**src/rtl/rgbh_pkg.sv**
```systemverilog
// ----------------------------------------------------------------------------
// rgbh_pkg: shared types and constants for the RGB to HSV converter
// Field widths, divider chain length and the stage record passed cell to cell.
// ----------------------------------------------------------------------------
`default_nettype none

package rgbh_pkg;

  // pixel and result field widths
  localparam int unsigned ChanW = 8;
  localparam int unsigned HueW  = 9;

  // hue numerator reaches 360*255, saturation numerator 255*255
  localparam int unsigned HueRemW = 17;
  localparam int unsigned SatRemW = 16;

  // one quotient bit per cell; hue needs nine bits, saturation eight
  localparam int unsigned NumCells = HueW;

  // hue offsets and scale factors
  localparam int unsigned HueStep  = 60;
  localparam int unsigned HueGreen = 120;
  localparam int unsigned HueBlue  = 240;
  localparam int unsigned HueFull  = 360;
  localparam int unsigned SatScale = 255;

  // partial division state moving down the chain
  typedef struct packed {
    logic [HueRemW-1:0] hue_rem;
    logic [ChanW-1:0]   hue_div;
    logic [HueW-1:0]    hue_q;
    logic [SatRemW-1:0] sat_rem;
    logic [ChanW-1:0]   sat_div;
    logic [HueW-1:0]    sat_q;
    logic [ChanW-1:0]   bright;
  } stage_t;

endpackage

`default_nettype wire

```
**src/rtl/rgbh_in_if.sv**
```systemverilog
// ----------------------------------------------------------------------------
// rgbh_in_if: pixel input channel
// Valid/ready handshake carrying one RGB pixel per item.
// ----------------------------------------------------------------------------
`default_nettype none

interface rgbh_in_if;
  logic                      valid;
  logic                      ready;
  logic [rgbh_pkg::ChanW-1:0] red_in;
  logic [rgbh_pkg::ChanW-1:0] green_in;
  logic [rgbh_pkg::ChanW-1:0] blue_in;

  modport source (output valid, output red_in, output green_in, output blue_in,
                  input ready);
  modport sink   (input valid, input red_in, input green_in, input blue_in,
                  output ready);
endinterface

`default_nettype wire

```
**src/rtl/rgbh_out_if.sv**
```systemverilog
// ----------------------------------------------------------------------------
// rgbh_out_if: HSV result channel
// Valid/ready handshake carrying one HSV result per item.
// ----------------------------------------------------------------------------
`default_nettype none

interface rgbh_out_if;
  logic                      valid;
  logic                      ready;
  logic [rgbh_pkg::HueW-1:0]  hue_deg;
  logic [rgbh_pkg::ChanW-1:0] saturation;
  logic [rgbh_pkg::ChanW-1:0] brightness;

  modport source (output valid, output hue_deg, output saturation,
                  output brightness, input ready);
  modport sink   (input valid, input hue_deg, input saturation,
                  input brightness, output ready);
endinterface

`default_nettype wire

```
**src/rtl/rgb_to_hsv.sv**
```systemverilog
// ----------------------------------------------------------------------------
// rgb_to_hsv: 8-bit RGB to HSV pixel converter
// Front stage plus a chain of nine division cells, fully pipelined.
// ----------------------------------------------------------------------------
// Takes one pixel per clock and returns hue in whole degrees (0-359, floor),
// saturation floor(255*(max-min)/max) and value = max channel. Gray and black
// pixels give hue and saturation of zero; red wins ties for the largest
// channel, then green. Each result is registered in the front stage and then
// in each of nine cells in turn, every cell producing one quotient bit of
// both divisions. A new pixel can enter every cycle. When out_px.ready is low
// while a result waits, the whole chain holds and in_px.ready drops until the
// result is taken.
// ----------------------------------------------------------------------------
`default_nettype none

module rgb_to_hsv (
  input  wire logic clk,
  input  wire logic rst_n,
  rgbh_in_if.sink   in_px,
  rgbh_out_if.source out_px
);

  localparam int unsigned N  = rgbh_pkg::NumCells;
  localparam int unsigned CW = rgbh_pkg::ChanW;

  logic             adv;
  logic             vld [N+1];
  rgbh_pkg::stage_t stg [N+1];

  // the chain moves unless a finished result is stuck at the output
  assign adv         = !vld[N] || out_px.ready;
  assign in_px.ready = adv;

  rgbh_prep u_prep (
    .clk       (clk),
    .rst_n     (rst_n),
    .adv       (adv),
    .in_valid  (in_px.valid),
    .red       (in_px.red_in),
    .green     (in_px.green_in),
    .blue      (in_px.blue_in),
    .out_valid (vld[0]),
    .out_stage (stg[0])
  );

  // quotient bits most significant first
  for (genvar i = 0; i < N; i++) begin : g_cell
    rgbh_cell #(
      .SHIFT (N - 1 - i)
    ) u_cell (
      .clk       (clk),
      .rst_n     (rst_n),
      .adv       (adv),
      .in_valid  (vld[i]),
      .in_stage  (stg[i]),
      .out_valid (vld[i+1]),
      .out_stage (stg[i+1])
    );
  end

  // last cell register is the output register
  assign out_px.valid      = vld[N];
  assign out_px.hue_deg    = stg[N].hue_q;
  assign out_px.saturation = stg[N].sat_q[CW-1:0];
  assign out_px.brightness = stg[N].bright;

endmodule

`default_nettype wire

```
**src/rtl/rgbh_prep.sv**
```systemverilog
// ----------------------------------------------------------------------------
// rgbh_prep: front stage of the converter
// Finds max/min, builds hue and saturation numerators and divisors, registers
// them as the first entry of the divider chain.
// ----------------------------------------------------------------------------
`default_nettype none

module rgbh_prep (
  input  wire logic                       clk,
  input  wire logic                       rst_n,
  input  wire logic                       adv,
  input  wire logic                       in_valid,
  input  wire logic [rgbh_pkg::ChanW-1:0] red,
  input  wire logic [rgbh_pkg::ChanW-1:0] green,
  input  wire logic [rgbh_pkg::ChanW-1:0] blue,
  output logic                            out_valid,
  output rgbh_pkg::stage_t                out_stage
);

  localparam int unsigned RW = rgbh_pkg::HueRemW;
  localparam int unsigned SW = rgbh_pkg::SatRemW;
  localparam int unsigned CW = rgbh_pkg::ChanW;

  logic [CW-1:0] mx, mn, delta;
  logic [RW-1:0] d_ext, diff_gb, diff_br, diff_rg, diff_bg, diff_rb, diff_gr;
  logic [RW-1:0] num;
  logic          valid_r;
  rgbh_pkg::stage_t stage_r, stage_nxt;

  // largest and smallest channel
  always_comb begin
    mx = red;
    if (green > mx) mx = green;
    if (blue > mx)  mx = blue;
    mn = red;
    if (green < mn) mn = green;
    if (blue < mn)  mn = blue;
    delta = mx - mn;
  end

  // channel differences, widened for the numerator
  assign d_ext   = RW'(delta);
  assign diff_gb = RW'(green) - RW'(blue);
  assign diff_bg = RW'(blue)  - RW'(green);
  assign diff_br = RW'(blue)  - RW'(red);
  assign diff_rb = RW'(red)   - RW'(blue);
  assign diff_rg = RW'(red)   - RW'(green);
  assign diff_gr = RW'(green) - RW'(red);

  // hue numerator; red wins ties, then green
  always_comb begin
    if (mx == red) begin
      if (green >= blue) num = RW'(rgbh_pkg::HueStep) * diff_gb;
      else num = RW'(rgbh_pkg::HueFull) * d_ext - RW'(rgbh_pkg::HueStep) * diff_bg;
    end else if (mx == green) begin
      if (blue >= red) num = RW'(rgbh_pkg::HueGreen) * d_ext
                             + RW'(rgbh_pkg::HueStep) * diff_br;
      else num = RW'(rgbh_pkg::HueGreen) * d_ext - RW'(rgbh_pkg::HueStep) * diff_rb;
    end else begin
      if (red >= green) num = RW'(rgbh_pkg::HueBlue) * d_ext
                              + RW'(rgbh_pkg::HueStep) * diff_rg;
      else num = RW'(rgbh_pkg::HueBlue) * d_ext - RW'(rgbh_pkg::HueStep) * diff_gr;
    end
  end

  // gray or black: divide zero by one so both quotients come out zero
  always_comb begin
    stage_nxt.bright = mx;
    stage_nxt.hue_q  = '0;
    stage_nxt.sat_q  = '0;
    if (delta == '0) begin
      stage_nxt.hue_rem = '0;
      stage_nxt.hue_div = CW'(1);
      stage_nxt.sat_rem = '0;
      stage_nxt.sat_div = CW'(1);
    end else begin
      stage_nxt.hue_rem = num;
      stage_nxt.hue_div = delta;
      stage_nxt.sat_rem = SW'(rgbh_pkg::SatScale) * SW'(delta);
      stage_nxt.sat_div = mx;
    end
  end

  always_ff @(posedge clk) begin
    if (!rst_n) begin
      valid_r <= 1'b0;
    end else if (adv) begin
      valid_r <= in_valid;
    end
  end

  always_ff @(posedge clk) begin
    if (adv) begin
      stage_r <= stage_nxt;
    end
  end

  assign out_valid = valid_r;
  assign out_stage = stage_r;

endmodule

`default_nettype wire

```
**src/rtl/rgbh_cell.sv**
```systemverilog
// ----------------------------------------------------------------------------
// rgbh_cell: one restoring-division step for hue and saturation
// Compares each partial remainder with its divisor shifted by SHIFT, subtracts
// when it fits and shifts the quotient bit in, then registers the record.
// ----------------------------------------------------------------------------
`default_nettype none

module rgbh_cell #(
  parameter int unsigned SHIFT = 0
) (
  input  wire logic             clk,
  input  wire logic             rst_n,
  input  wire logic             adv,
  input  wire logic             in_valid,
  input  wire rgbh_pkg::stage_t in_stage,
  output logic                  out_valid,
  output rgbh_pkg::stage_t      out_stage
);

  localparam int unsigned RW = rgbh_pkg::HueRemW;
  localparam int unsigned SW = rgbh_pkg::SatRemW;
  localparam int unsigned QW = rgbh_pkg::HueW;

  logic [RW-1:0] hue_cmp;
  logic [SW-1:0] sat_cmp;
  logic          hue_ge, sat_ge;
  logic          valid_r;
  rgbh_pkg::stage_t stage_r, stage_nxt;

  // shifted divisors for this bit position
  assign hue_cmp = RW'(in_stage.hue_div) << SHIFT;
  assign sat_cmp = SW'(in_stage.sat_div) << SHIFT;
  assign hue_ge  = in_stage.hue_rem >= hue_cmp;
  assign sat_ge  = in_stage.sat_rem >= sat_cmp;

  // conditional subtract, quotient bit shifted in from the right
  always_comb begin
    stage_nxt         = in_stage;
    stage_nxt.hue_rem = hue_ge ? in_stage.hue_rem - hue_cmp : in_stage.hue_rem;
    stage_nxt.sat_rem = sat_ge ? in_stage.sat_rem - sat_cmp : in_stage.sat_rem;
    stage_nxt.hue_q   = {in_stage.hue_q[QW-2:0], hue_ge};
    stage_nxt.sat_q   = {in_stage.sat_q[QW-2:0], sat_ge};
  end

  always_ff @(posedge clk) begin
    if (!rst_n) begin
      valid_r <= 1'b0;
    end else if (adv) begin
      valid_r <= in_valid;
    end
  end

  always_ff @(posedge clk) begin
    if (adv) begin
      stage_r <= stage_nxt;
    end
  end

  assign out_valid = valid_r;
  assign out_stage = stage_r;

endmodule

`default_nettype wire
```
**src/flat_wrapper.sv**
```systemverilog
// flat-port wrapper written by rule: the top's interface ports become plain ports
module rgb_to_hsv_flat 
  (clk, rst_n, in_px_valid, in_px_red_in, in_px_green_in, in_px_blue_in, in_px_ready, out_px_valid, out_px_hue_deg, out_px_saturation, out_px_brightness, out_px_ready);
  rgbh_in_if in_px_i ();
  rgbh_out_if out_px_i ();
  input  wire logic clk;
  input  wire logic rst_n;
  input wire logic [$bits(in_px_i.valid)-1:0] in_px_valid;
  input wire logic [$bits(in_px_i.red_in)-1:0] in_px_red_in;
  input wire logic [$bits(in_px_i.green_in)-1:0] in_px_green_in;
  input wire logic [$bits(in_px_i.blue_in)-1:0] in_px_blue_in;
  output wire logic [$bits(in_px_i.ready)-1:0] in_px_ready;
  output wire logic [$bits(out_px_i.valid)-1:0] out_px_valid;
  output wire logic [$bits(out_px_i.hue_deg)-1:0] out_px_hue_deg;
  output wire logic [$bits(out_px_i.saturation)-1:0] out_px_saturation;
  output wire logic [$bits(out_px_i.brightness)-1:0] out_px_brightness;
  input wire logic [$bits(out_px_i.ready)-1:0] out_px_ready;
  assign in_px_i.valid = in_px_valid;
  assign in_px_i.red_in = in_px_red_in;
  assign in_px_i.green_in = in_px_green_in;
  assign in_px_i.blue_in = in_px_blue_in;
  assign in_px_ready = in_px_i.ready;
  assign out_px_valid = out_px_i.valid;
  assign out_px_hue_deg = out_px_i.hue_deg;
  assign out_px_saturation = out_px_i.saturation;
  assign out_px_brightness = out_px_i.brightness;
  assign out_px_i.ready = out_px_ready;
  rgb_to_hsv u_core (.clk(clk), .rst_n(rst_n), .in_px(in_px_i), .out_px(out_px_i));
endmodule
```
**config.mk**
```make
export PLATFORM = sky130hd
export DESIGN_NAME = rgb_to_hsv_flat
export DESIGN_NICKNAME = d
export VERILOG_FILES = /design/src/rtl/rgbh_pkg.sv /design/src/rtl/rgbh_in_if.sv /design/src/rtl/rgbh_out_if.sv /design/src/rtl/rgb_to_hsv.sv /design/src/rtl/rgbh_prep.sv /design/src/rtl/rgbh_cell.sv /design/src/flat_wrapper.sv
export SDC_FILE = /design/constraint.sdc
export NUM_CORES = 1
export LEC_CHECK = 0
export ABC_CLOCK_PERIOD_IN_PS = 19600
export BUFFER_PORTS_ARGS = -buffer_cell sky130_fd_sc_hd__buf_2
export CAP_MARGIN = 20
export CORE_MARGIN = 5
export CORE_UTILIZATION = 59
export DETAILED_ROUTE_END_ITERATION = 10
export PLACE_DENSITY = 0.78
export SYNTH_ARGS = -nofsm -noshare
export SYNTH_HDL_FRONTEND = slang
export SYNTH_SLANG_ARGS = --single-unit
export TNS_END_PERCENT = 10
```
**constraint.sdc**
```tcl
create_clock -name clk -period 19.6 [get_ports clk]
set_input_delay 2.94 -clock clk [delete_from_list [all_inputs] [get_ports clk]]
set_output_delay 2.94 -clock clk [all_outputs]
set_load 0.005 [all_outputs]
```
## Word-level counts from Yosys, hierarchy flattened

Cells that the tools add are included.

- Register bits after elaboration: 612
- Word-level logic and storage cells: 166

- Magnitude comparators: 25
- Muxes and demuxes: 25
- $mul: 10
- Reduce and logical (&&, ||, !) cells: 3
- $add $sub $neg: 28
- Equal/unequal tests: 2

Operators with widths:

| operator | number |
|---|---|
| $mux W17 | 13 |
| $mux W16 | 8 |
| $mul A4 B17 Y15 const A | 6 |
| $sub A8 B8 Y9 | 6 |
| $add A17 B17 Y17 | 2 |
| $mux W8 | 4 |
| $ge A8 B8 Y1 | 3 |
| $mul A4 B8 Y12 const A | 2 |
| $ge A17 B10 Y1 | 1 |
| $ge A17 B11 Y1 | 1 |
| $ge A17 B12 Y1 | 1 |
| $ge A17 B13 Y1 | 1 |
| $ge A17 B14 Y1 | 1 |
| $ge A17 B15 Y1 | 1 |
| $ge A17 B16 Y1 | 1 |
| $ge A17 B8 Y1 | 1 |
| $ge A17 B9 Y1 | 1 |
| $sub A15 B17 Y17 | 1 |
| $sub A16 B17 Y17 | 1 |
| $sub A17 B10 Y17 | 1 |
| $sub A17 B11 Y17 | 1 |
| $sub A17 B12 Y17 | 1 |
| $sub A17 B13 Y17 | 1 |
| $sub A17 B14 Y17 | 1 |
| 30 further kinds | 33 |

## Logic depth before layout (Yosys ltp)

- Depth after elaboration: 10
- Depth in mapped cells: 50
- Mapped depth without buffers: 48

## Modules after synthesis

Synthesis repeated with hierarchy kept, for this count alone.

- Cell total of the unflattened synthesis: 4202
- Area, all modules: 47859.7 sq um

By module, submodules not included:

| module | cells an instance | seq. area each (sq um) | instances | area each (sq um) |
|---|---|---|---|---|
| rgbh_prep | 1931 | 1671.6 | 1 | 16414.5 |
| rgbh_cell at u_core.g_cell[8].u_cell | 279 | 2272.2 | 1 | 3617.2 |
| rgbh_cell at u_core.g_cell[7].u_cell | 264 | 2272.2 | 1 | 3569.7 |
| rgbh_cell at u_core.g_cell[4].u_cell | 262 | 2272.2 | 1 | 3555.9 |
| rgbh_cell at u_core.g_cell[6].u_cell | 268 | 2272.2 | 1 | 3542.1 |
| rgbh_cell at u_core.g_cell[5].u_cell | 250 | 2272.2 | 1 | 3468.3 |
| rgbh_cell at u_core.g_cell[3].u_cell | 244 | 2272.2 | 1 | 3449.6 |
| rgbh_cell at u_core.g_cell[2].u_cell | 232 | 2272.2 | 1 | 3433.3 |
| rgbh_cell at u_core.g_cell[1].u_cell | 238 | 2272.2 | 1 | 3432.0 |
| rgbh_cell at u_core.g_cell[0].u_cell | 233 | 2272.2 | 1 | 3370.7 |
| rgb_to_hsv | 1 | 0.0 | 1 | 6.3 |

## Least setup slack after synthesis

Ideal clock, no wire load.

- Path type: input port to flip-flop
- Start: input port out_px_ready
- End: register u_core.g_cell[0].u_cell.stage_r, in the netlist u_core.g_cell[0].u_cell.out_stage[0], enable pin
- Data required time: 14.949 ns
- Data arrival time: 13.736 ns
- Buffers on the path: 0
- Stages on the path: 2
- Setup slack: 1.213 ns
- Path through: nor2b_1 -> clkinv_1

- Cells in the longest elaborated chain, start to end: 1

Ends and longest elaborated chain:

| what | line | RTL |
|---|---|---|
| from (decl) | flat_wrapper.sv:17 | `input wire logic [$bits(out_px_i.ready)-1:0] out_px_ready;` |
| $logic_or A1 B1 Y1 | rgb_to_hsv.sv:31 | `assign adv = !vld[N] \|\| out_px.ready;` |
| named net in_px_ready | flat_wrapper.sv:12 | `output wire logic [$bits(in_px_i.ready)-1:0] in_px_ready;` |
| to (signal assigned) | rgbh_cell.sv:55 | `stage_r <= stage_nxt;` |
| to (decl) | rgbh_cell.sv:28 | `rgbh_pkg::stage_t stage_r, stage_nxt;` |

The timed path passes the listed nets, and every way through them passes these cells.
A chain may end at the register's enable or synchronous reset.

## Worst setup path after layout

- Start: input port in_px_green_in[1]
- End: register u_core.u_prep.stage_r, in the netlist u_core.u_prep.out_stage[40], data pin

- Cells in the longest elaborated chain, start to end: 6
- Elaborated cells between the ends (all ways): 11

Ends and longest elaborated chain:

| what | line | RTL |
|---|---|---|
| from (decl) | flat_wrapper.sv:10 | `input wire logic [$bits(in_px_i.green_in)-1:0] in_px_green_in;` |
| $gt A8 B8 Y1 | rgbh_prep.sv:33 | `if (green > mx) mx = green;` |
| $mux W8 (*) | rgbh_prep.sv:33 |  |
| $gt A8 B8 Y1 | rgbh_prep.sv:34 | `if (blue > mx) mx = blue;` |
| $mux W8 (*) | rgbh_prep.sv:34 |  |
| named net u_core.u_prep.mx[2] | rgbh_prep.sv:24 | `logic [CW-1:0] mx, mn, delta;` |
| $sub A8 B8 Y8 (*) | rgbh_prep.sv:38 | `delta = mx - mn;` |
| named net u_core.u_prep.delta[3] | rgbh_prep.sv:24 |  |
| $mul A8 B8 Y16 / $logic_not A8 Y1 (equally long branches) | rgbh_prep.sv:79, rgbh_prep.sv:71 |  |
| to (signal assigned) | rgbh_prep.sv:94 | `stage_r <= stage_nxt;` |
| to (decl) | rgbh_prep.sv:28 | `rgbh_pkg::stage_t stage_r, stage_nxt;` |

The timed path passes the listed nets; every way through them passes the cells marked *.

==> flow_summary.json <==
{
  "path_buf_inv": 7,
  "cts_buffers": 57,
  "hpwl_um": 63000,
  "drv_slew": 0,
  "path_delay_family": "compound AO/OA/AOI/OAI gates",
  "synth_seq_cells": 595,
  "setup_viol_count_final": 0,
  "first_iter_violations": 1500,
  "cts.clk_slew.worst_paths_ns": 0.06,
  "worstMarginPinSlew_ns": 1.10,
  "async_reset_ff_frac": 0,
  "cts_max_level": 2,
  "slowest_delay_ns": 0.86,
  "grt_use_total": 0.219,
  "status": "completed",
  "ff2ff_setup_slack_ns": 15.89,
  "ys.warnings.count": 0,
  "final_area_um2": 43600,
  "drcViolationCount": 0,
  "endpoint_kind": "flop",
  "portBuffers": 54,
  "required_ns": 19.95,
  "cts_tree": "yes",
  "cts-root-buf": "clkbuf_16",
  "post_cts_buffers": 0,
  "cap_violations": 0,
  "path_max_fanout": 14,
  "syn_to_final_growth_pct": 7.61,
  "cts_resized": 0,
  "first_pass_iters": 6,
  "postPlaceCellArea_um2": 41800,
  "cpMostUsedCell": "inv_1",
  "ios": 55,
  "ys_types": 81,
  "synth_area_leaders": "edfxtp_1, ha_1, fa_1, xnor2_1, inv_1",
  "fin_nets": 4389,
  "num_rows": 96,
  "dr_total_vias": 26500,
  "die_y_um": 272,
  "grt_pass1_wl_um": 133000,
  "synth_top_cell_by_area": "edfxtp_1",
  "min_path_type": "flop to flop",
  "antenna_cells": 0,
  "syn_nets": 4317,
  "synth_area_um2": 40600,
  "clock-sinks": 595,
  "hold_violations": 0,
  "antenna_found_initial": 1,
  "antenna_left": 0,
  "r2r_start": "u_core.g_cell[3].u_cell.out_stage[51]",
  "drt-vias-per-instance": 5.61,
  "arrival_ns": 13.57,
  "synth_edf_count": 585,
  "core_um2": 68300,
  "place.gp.congestion": 0.977,
  "wl_per_cell_um": 17.1,
  "grt_max_degree": 219,
  "die_width_um": 272,
  "drive_gt1_frac": 0.0527,
  "pre_cts_ws_ns": 5.86,
  "cp_slowest_cell": "xor2_1",
  "period_share": 0.674,
  "cts_hold_buf": 0,
  "grt-ovfl-total": 0,
  "synth_ff_type": "edfxtp_1",
  "max-slew-margin-rel": 0.268,
  "fin_tns_setup_ns": 0,
  "avgSynthCellArea_um2": 10.9,
  "fmax_ghz": 0.0757,
  "cp-start-kind": "input port",
  "cp-startpoint": "in_px_green_in[1]",
  "start_util": 0.593,
  "synthCells": 3716,
  "cts_buffer_depth": 3,
  "rsz0062_at_grt": "false",
  "clkLatencyLatePin_ns": 0.61,
  "routed_wl_um": 80700,
  "whs_ns": 0.404,
  "period_needed_ns": 13.22,
  "synth.top_cell.area_share": 0.433,
  "grt_pass1_vias": 27300,
  "dieArea_um2": 74100,
  "fin_ws_ns": 6.38,
  "skew_ns": 0.0207,
  "critical_path_class": "input port to flop",
  "ys_seq_area_frac": 0.438,
  "min-delay-start": "u_core.g_cell[3].u_cell.out_stage[42]"
}
layout make-up:
cell class | count | area, um2
inverters | 549 | 2070
repair buffers | 73 | 445
well taps | 882 | 1100
fillers | 5274 | 24700
multi-input cells | 2512 | 20500
flip-flops and latches | 595 | 17800
clock inverters | 32 | 230
clock buffers | 74 | 1540
per-stage QoR:
step | std cells | utilization
after floorplan | 3716 | -
after global placement | 4609 | 0.612
after detailed placement | 4609 | 0.612
after CTS | 4715 | 0.638
after global routing | 4717 | 0.639
final | 4717 | 0.639
synthesized netlist by cell type, types with 55 or more instances:
cell type,count
edfxtp_1,585
inv_1,547
ha_1,416
a21oi_1,277
nor2_1,255
xnor2_1,244
nand2_1,173
o21ai_0,162
fa_1,157
a21o_1,105
xor2_1,103
nand2b_1,59
o21bai_1,57
nor3_1,55
worst reg2reg max path: cells and delay by family (launching register included):
kind	cells	cell delay [ns]
and+or+nand+nor	5	1.45
AOI/OAI and AO/OA	6	1.08
DFF	1	0.43
adders and majority gates	1	0.31
xor gates and xnor gates	1	0.14
buffers and inverters	1	0.07
final timing paths:
| path | endpoint | cells past startpoint |
|---|---|---|
| max | u_core.u_prep.out_stage[40] | 47 |
| min | u_core.g_cell[4].u_cell.out_stage[43] | 0 |
| max reg2reg | u_core.g_cell[4].u_cell.out_stage[74] | 14 |
| min reg2reg | u_core.g_cell[4].u_cell.out_stage[43] | 0 |
cells by family (layout without fill, tap and decap cells):
group	after synthesis	in the layout	synth area share
fa+ha+maj	573	573	0.206
buf+inv	609	728	0.0571
mux	54	54	0.0146
simple gates	771	771	0.0924
compound gates	767	767	0.117
flops	595	595	0.438
xor+xnor	347	347	0.0749
routing by layer:
layer | wire length, um | share of wire | track usage | vias up
met2 | 42800 | 0.53 | 0.418 | 567
met5 | 0 | 0 | 0 | -
met1 | 31300 | 0.39 | 0.246 | 12600
met4 | 3770 | 0.047 | 0.0925 | 0
li1 | - | - | - | 13100
met3 | 2870 | 0.036 | 0.0253 | 217
placed cells by master (no fill, tap or decap), drive strengths merged, types with 10 or more instances in the layout:
master  count
a31oi      15
inv       553
nand2b     59
clkinv     24
o31ai      12
o21bai     57
fa        157
nand4      28
mux2       14
ha        416
a211oi     29
edfxtp    585
a21o      105
o21a       17
nor2b      53
and2       19
a21boi     20
nand3      36
mux2i      38
clkbuf     74
a21oi     280
o211ai     13
xnor2     244
o21ai     171
nor4       29
dfxtp      10
buf        73
nor3       55
xor2      103
nand2     173
nor2      257
registers in the layout, indices dropped and copies added (netlist names):
register / cells
u_core.g_cell.u_cell.out_stage: 530
u_core.g_cell.u_cell.out_valid: 9
u_core.u_prep.out_stage: 55
u_core.u_prep.out_valid: 1
Power is left out: the tool's default activity adds up to more than one toggle a clock period on the data nets, which glitch-free logic cannot reach.
